<file path="src/sv/gfe_pkg.sv">
// Shared constants, types and the exp table of the formant envelope block.
package gfe_pkg;

  // Block sizing
  localparam int FFT_SIZE    = 1024;
  localparam int EXP_DEPTH   = 1024;
  localparam int STORE_DEPTH = FFT_SIZE / 2 + 1;
  localparam int STORE_AW    = $clog2(STORE_DEPTH);
  localparam int ETAB_AW     = $clog2(EXP_DEPTH);
  // Every index from EXP_DEPTH/4 up lies past x^2 = 11 and reads zero
  localparam int ETAB_LIVE   = EXP_DEPTH / 4;
  localparam int ETAB_LAW    = $clog2(ETAB_LIVE);

  // exp(-1) in Q32
  localparam longint unsigned EXP_M1_Q32 = 64'd1580030169;

  // Q2.14 constants
  localparam logic [15:0] BASELINE_Q14 = 16'd2458;
  localparam logic [15:0] CLAMP_Q14    = 16'd40960;
  localparam logic [15:0] TINY_Q14     = 16'd163;
  // 2 * 1.8 * 5 scaled: 2 * 147456
  localparam logic [18:0] READ_MUL     = 19'd294912;

  // Shared divider sizing
  localparam int REM_W  = 41;
  localparam int DEN_W  = 22;
  localparam int QW     = 17;
  localparam int CNT_W  = 5;
  localparam logic [CNT_W-1:0] BUILD_LAST_BIT = 5'd9;
  localparam logic [CNT_W-1:0] READ_LAST_BIT  = 5'd16;

  // Register map
  typedef enum logic [2:0] {
    REG_F1_HZ  = 3'd0,
    REG_F1_BW  = 3'd1,
    REG_F2_HZ  = 3'd2,
    REG_F2_BW  = 3'd3,
    REG_F3_HZ  = 3'd4,
    REG_F3_BW  = 3'd5,
    REG_INTENS = 3'd6,
    REG_HZ_BIN = 3'd7
  } cfg_reg_e;

  typedef enum logic [0:0] {
    OP_BUILD = 1'b0,
    OP_READ  = 1'b1
  } opcode_e;

  // Controller states
  typedef enum logic [3:0] {
    ST_IDLE,
    ST_FREQ,
    ST_PREP,
    ST_CHK,
    ST_DIV,
    ST_ACC,
    ST_STORE,
    ST_RCHK,
    ST_RDIV,
    ST_RFIN,
    ST_DONE
  } state_e;

  // Controller to datapath
  typedef struct packed {
    logic accept;
    logic freq;
    logic prep;
    logic bchk;
    logic rchk;
    logic div_step;
    logic acc;
    logic store;
    logic rfin;
    logic out_load;
  } cmd_t;

  // Datapath to controller
  typedef struct packed {
    logic in_read;
    logic in_oob;
    logic bovf;
    logic rdone;
    logic div_last;
    logic k_last;
    logic out_free;
  } sts_t;

  // exp(-x^2) in Q2.14 for x = 16*i/EXP_DEPTH, the live lower quarter only;
  // integer series on the fraction of x^2, times exp(-1) per whole unit
  typedef logic [15:0] etab_t [ETAB_LIVE];

  function automatic etab_t build_etab();
    etab_t           tab;
    longint unsigned lim;
    longint unsigned num;
    longint unsigned y;
    longint unsigned n;
    longint unsigned f;
    longint unsigned tk;
    longint unsigned v;
    longint          acc;
    lim = 64'(11) * 64'(EXP_DEPTH) * 64'(EXP_DEPTH);
    for (int i = 0; i < ETAB_LIVE; i++) begin
      num = 64'(i) * 64'(i) * 64'd256;
      if (num >= lim) begin
        tab[i] = 16'd0;
      end else begin
        // x^2 in Q32; EXP_DEPTH squared is a power of two
        y   = (num << 32) >> (2 * ETAB_AW);
        n   = y >> 32;
        f   = y & 64'hFFFF_FFFF;
        acc = 64'sd1 <<< 32;
        tk  = 64'd1 << 32;
        for (int k = 1; k <= 24; k++) begin
          tk = ((tk * f) >> 32) / 64'(k);
          if (k[0]) begin
            acc = acc - $signed(tk);
          end else begin
            acc = acc + $signed(tk);
          end
        end
        v = $unsigned(acc);
        for (longint unsigned j = 0; j < n; j++) begin
          v = (v * EXP_M1_Q32 + 64'h8000_0000) >> 32;
        end
        tab[i] = 16'((v + 64'h2_0000) >> 18);
      end
    end
    return tab;
  endfunction

  localparam etab_t ETAB = build_etab();

endpackage

</file>
<file path="src/sv/gfe_ctrl.sv">
// Controller: sequences build and read items over the datapath.
module gfe_ctrl import gfe_pkg::*; (
  input  logic clk_i,
  input  logic rst_ni,
  input  logic in_valid_i,
  output logic in_stall_o,
  input  sts_t sts_i,
  output cmd_t cmd_o
);

  state_e state_q, state_d;

  always_ff @(posedge clk_i or negedge rst_ni) begin
    if (!rst_ni) begin
      state_q <= ST_IDLE;
    end else begin
      state_q <= state_d;
    end
  end

  // Next state and commands
  always_comb begin
    state_d    = state_q;
    cmd_o      = '0;
    in_stall_o = (state_q != ST_IDLE);
    unique case (state_q)
      ST_IDLE: begin
        if (in_valid_i) begin
          cmd_o.accept = 1'b1;
          if (sts_i.in_read) begin
            state_d = sts_i.in_oob ? ST_DONE : ST_RCHK;
          end else if (!sts_i.in_oob) begin
            state_d = ST_FREQ;
          end
        end
      end
      ST_FREQ: begin
        cmd_o.freq = 1'b1;
        state_d    = ST_PREP;
      end
      ST_PREP: begin
        cmd_o.prep = 1'b1;
        state_d    = ST_CHK;
      end
      ST_CHK: begin
        cmd_o.bchk = 1'b1;
        state_d    = sts_i.bovf ? ST_ACC : ST_DIV;
      end
      ST_DIV: begin
        cmd_o.div_step = 1'b1;
        if (sts_i.div_last) begin
          state_d = ST_ACC;
        end
      end
      ST_ACC: begin
        cmd_o.acc = 1'b1;
        state_d   = sts_i.k_last ? ST_STORE : ST_PREP;
      end
      ST_STORE: begin
        cmd_o.store = 1'b1;
        state_d     = ST_IDLE;
      end
      ST_RCHK: begin
        cmd_o.rchk = 1'b1;
        state_d    = sts_i.rdone ? ST_DONE : ST_RDIV;
      end
      ST_RDIV: begin
        cmd_o.div_step = 1'b1;
        if (sts_i.div_last) begin
          state_d = ST_RFIN;
        end
      end
      ST_RFIN: begin
        cmd_o.rfin = 1'b1;
        state_d    = ST_DONE;
      end
      ST_DONE: begin
        if (sts_i.out_free) begin
          cmd_o.out_load = 1'b1;
          state_d        = ST_IDLE;
        end
      end
      default: begin
        state_d = ST_IDLE;
      end
    endcase
  end

endmodule

</file>
<file path="config.mk">
export PLATFORM = sky130hd
export DESIGN_NAME = gfe_ctrl
export DESIGN_NICKNAME = d
export VERILOG_FILES = /design/src/sv/gfe_pkg.sv /design/src/sv/gfe_ctrl.sv
export SDC_FILE = /design/constraint.sdc
export NUM_CORES = 1
export LEC_CHECK = 0
export BUFFER_PORTS_ARGS = -buffer_cell sky130_fd_sc_hd__buf_2
export CAP_MARGIN = 25
export CORE_AREA = 4 4 41 43
export DETAILED_ROUTE_END_ITERATION = 12
export DIE_AREA = 0 0 45 47
export GPL_TIMING_DRIVEN = 0
export SLEW_MARGIN = 20
export SYNTH_ARGS = -nofsm -noshare
export SYNTH_HDL_FRONTEND = slang
export SYNTH_SLANG_ARGS = --single-unit
</file>
<file path="constraint.sdc">
create_clock -name clk_i -period 1.4 [get_ports clk_i]
set_input_delay 0.07 -clock clk_i [delete_from_list [all_inputs] [get_ports clk_i]]
set_output_delay 0.07 -clock clk_i [all_outputs]
set_load 0.01 [all_outputs]
</file>
== Yosys cells after proc, flatten, opt, wreduce, memory -nomap -nowiden ==
Cells that the tools add are included.
Widths: inputs -> output; s select.
Word-level totals
  bits of input ports: 10
  output and inout port bits: 11
  word-level logic and storage cells: 43
  flip-flop bits (word level): 4
Operators by class
  multiplexer cells: 23
  reduce and logical (&&, ||, !) cells: 4
  eq/ne operators: 15
Operators with widths (number)
  $pmux 4 s10: 1
  $mux 4: 7
  $eq 4x3->1 const B: 4
  $mux 1: 13
  $eq 4x4->1 const B: 3
  $eq 4x2->1 const B: 2
  $ne 2x2->1 const B: 4
  $reduce_and 5->1: 1
  $eq 4x1->1 const B: 1
  $logic_not 4->1: 1
  $reduce_bool 4->1: 1
  $mux 3: 1
  $ne 3x3->1 const B: 1
  $mux 2: 1
  $reduce_or 2->1: 1

== Depth between registers and ports, before layout ==
  depth after elaboration: 4
  mapped depth: 5
  gate-level depth less buffers: 4

== Worst setup path after synthesis ==
OpenSTA, ideal clock, no wires.
  path type: reg2reg
  start point: register state_q[1]
  end point: register state_q[2]
  required time: 1.305 ns
  library setup time: 0.095 ns
  arrival: 1.071 ns
  stages on the path, launching flop included: 4
  path buffers: 0
  setup slack: 0.233 ns
  path through: dfrtp_1 > nor2_1 > or2b_2 > o32ai_2
Between the ends
  longest elaborated chain between the ends: 3
Ends and longest elaborated chain
  start, declared: RTL line gfe_ctrl.sv:11  | state_e state_q, state_d;
  start signal, assigned: RTL line gfe_ctrl.sv:17  | state_q <= state_d;
  $eq 4x3->1 (tied with other cells): RTL line gfe_ctrl.sv:26  | unique case (state_q)
  $ne 2x2->1 (no line) / $ne 3x3->1 (equally long branches)
  $reduce_and 5->1 (no line)
Several ways; a longest one is shown, not always the timed one.
A chain may end at the register's enable or synchronous reset.

== Final worst setup path ==
  start point: register state_q[2]
  end point: register state_q[2]
Same word-level chain as after synthesis.

==> flow_summary.toml <==
[outcome]
status = "finished, final reports clean"

[power]
power_frac_seq = 0.162
power.clock.fraction = 0.097
p_int_uw = 753
ir_drop_mv = 1.13
switching_share = 0.462
switchingPower_uw = 646
power.leakage_uw = 0.000337
p_comb_frac = 0.740
power_density_nw_per_um2 = 2020

[synthesis]
netlist_top_cells_area = "dfrtp_1 21%, nor2_1 8.7%, buf_6 7.1%"
synth_top_area_share = 0.211
synth_edf_count = 0
yosysMostFrequentCell = "nor2_1"
synthArstFlopShare = 1.00
syn_area_um2 = 475
netlist_instances = 60
ys_seq_area_frac = 0.211
ys.warnings.count = 0
synth_nets = 70
synth.distinct_cells = 26
synth_ff_type = "dfrtp_1"
synth-seq-cells = 4
synth_top_cells_by_count = "11 x nor2_1, 5 x nand2_1, 4 x dfrtp_1, 4 x nor3_1"
avgSynthCellArea_um2 = 7.92
yosys.area.top_type = "dfrtp_1"

[drt]
wire_per_inst_um = 12.7
firstDrtPassIters = 4
via_per_inst = 5.23
wl_um = 1300
drc = 0
first_iter_violations = 4
route.vias.total = 533
drtAntennaViolNets = 0

[worst_setup_path]
end_kind = "flip-flop"
cp-startpoint = "state_q[2]"
regToRegSetupSlack_ns = 0.08
r2r-start = "state_q[2]"
crit_type = "reg2reg"
worstPathArrival_ns = 1.45
r2r_end = "state_q[2]"
worst-path-max-fanout = 4
cp-start-kind = "flip-flop"
r2r_cells = 5
critPathRequiredTime_ns = 1.53

[timing]
max_freq_ghz = 0.759
period_needed_ns = 1.32
finalSetupViolCount = 0
grt_setup_unrepaired = "yes"
max_slew.worst_pin.slew_ns = 0.226
slew_headroom = 0.849
final_max_slew_viol_count = 0
finalClockSkew_ns = 0.000765
fin_ws_ns = 0.0826
finalCritPeriodShare = 0.941
hold_violations = 0
finalSetupTns_ns = 0

[clocking]
h-tree-depth = 1
cts_sinks = 4
cts_tree = "built"
cts_buffers = 3
clk_pin_slew_worst_paths_ns = 0.03
clkLatencyLatePin_ns = 0.23
cts_root_buf = "clkbuf_4"
cts_max_path_buffers = 2

[layout]
utilization = 0.533
nNetsFinal = 99
drive_above_1_share = 0.529
nFillCells = 141
antennaDiodeCount = 0
largest_register_ffs = 4
top_regs = "state_q: 4 flops"
regArea_um2 = 101
multi_input_area_um2 = 355
largest_register = "state_q"
area_growth_pct = 45.8

[placement]
gp_congestion = 0.741
hpwl_um = 980
port_buffers = 20
place_ws_ns = 0.0557

[hold_path]
min_delay_path_depth = 2
hp-class = "in2reg"
worstHoldStart = "sts_i[0]"
worstHoldEndpoint = "state_q[1]"

[global_route]
grt_pass1_wl_um = 2050
grt_pass1_vias = 485
gr-total-overflow = 0
grt_antenna_before_repair = 0
grtUsageTotal = 0.133
grt_start_max_net_pins = 11

[floorplan]
coreArea_um2 = 1300
die_area_um2 = 2120
rows = 13
die_w_um = 45
ios = 21
start_util = 0.365
die_h_um = 47

[run]
maxCapViolCount = 0
==> through the flow <==
stage               instances  power [uW]  cell area, um^2  hold WS (ns)
finish                    102        1400              693        0.0558
global route              102        1520              693        0.0567
CTS                       101        1310              648        0.0501
detailed placement         95        1110              594        -0.124
global placement           95        1110              594        -0.124
floorplan                  60         876              475        -0.226
==> power by group through the flow <==
stage / Combinational [uW] / Sequential, uW / Clock, uW
finish: 1040 / 227 / 136
global route: 1140 / 236 / 150
CTS: 929 / 232 / 147
detailed placement: 879 / 234 / 0
global placement: 872 / 237 / 0
floorplan: 662 / 214 / 0
==> metal layers <==
metal,up-vias,GRT usage,share of wire,wire length [um]
met1,248,0.184,0.45,580
met5,-,0,0,0
met3,0,0,0.036,47
met2,9,0.215,0.52,667
met4,0,0.0702,0,0
li1,276,-,-,-
==> critical path: stages, from the launching register on <==
cell,delay (ns)
dfrtp_1,0.40
buf_6,0.13
nor2b_1,0.13
o21ai_2,0.15
nand4_4,0.15
o32ai_2,0.26
==> worst max path at each step <==
stage | cells after the start | end
6_report | 5 | state_q[2]
5_1_grt | 5 | state_q[2]
4_1_cts | 4 | cmd_o[8]
3_5_place_dp | 3 | state_q[2]
3_3_place_gp | 3 | state_q[2]
2_1_floorplan | 3 | state_q[2]
==> cell usage in the layout, fill, tap and decap left out <==
cell | netlist | routed
a2111o_1 | 1 | 1
a21boi_0 | 2 | 1
a21boi_1 | 0 | 1
a21o_1 | 1 | 1
a21oi_1 | 3 | 3
a21oi_2 | 1 | 1
a22oi_1 | 1 | 1
a31oi_1 | 1 | 1
buf_2 | 0 | 20
buf_4 | 0 | 2
buf_6 | 3 | 4
clkbuf_4 | 0 | 3
clkbuf_8 | 1 | 1
dfrtp_1 | 4 | 3
dfrtp_2 | 0 | 1
dlygate4sd3_1 | 0 | 1
inv_1 | 3 | 3
nand2_1 | 5 | 5
nand2b_1 | 3 | 1
nand2b_2 | 0 | 1
nand2b_4 | 0 | 1
nand4_4 | 0 | 1
nor2_1 | 11 | 10
nor2_2 | 0 | 1
nor2b_1 | 2 | 2
nor3_1 | 4 | 1
nor3_2 | 1 | 4
o211ai_2 | 1 | 1
o21ai_2 | 2 | 2
o21bai_1 | 2 | 2
o22ai_1 | 1 | 1
o32ai_1 | 2 | 2
o32ai_2 | 1 | 1
or2b_2 | 2 | 1
or2b_4 | 0 | 1
or3b_1 | 1 | 1
==> cells by family (layout without fill, tap and decap cells) <==
family | after synthesis | after routing | synth area share
and+or+nand+nor | 30 | 30 | 0.337
AOI/OAI and AO/OA | 19 | 19 | 0.329
buffers and inverters | 7 | 34 | 0.124
DFF | 4 | 4 | 0.211
==> final cells by class <==
cell class,instances,share of cell area
Timing Repair Buffer,24,0.197
Sequential cell,4,0.146
Buffer,4,0.0686
Tap cell,15,0.0271
Clock buffer,3,0.0325
Multi-Input combinational cell,49,0.513
Inverter,3,0.0162
==> timing repair <==
| item | in CTS | in global routing |
|---|---|---|
| setup buffers | 2 | 1 |
| gates resized for setup | 3 | 9 |
| hold buffers | 1 | 0 |
| hold endpoints to repair | 4 | 0 |
| setup endpoints to repair | 3 | 7 |
| pin swaps | 0 | 0 |
Note: power is estimated with default switching activity, not from simulation.
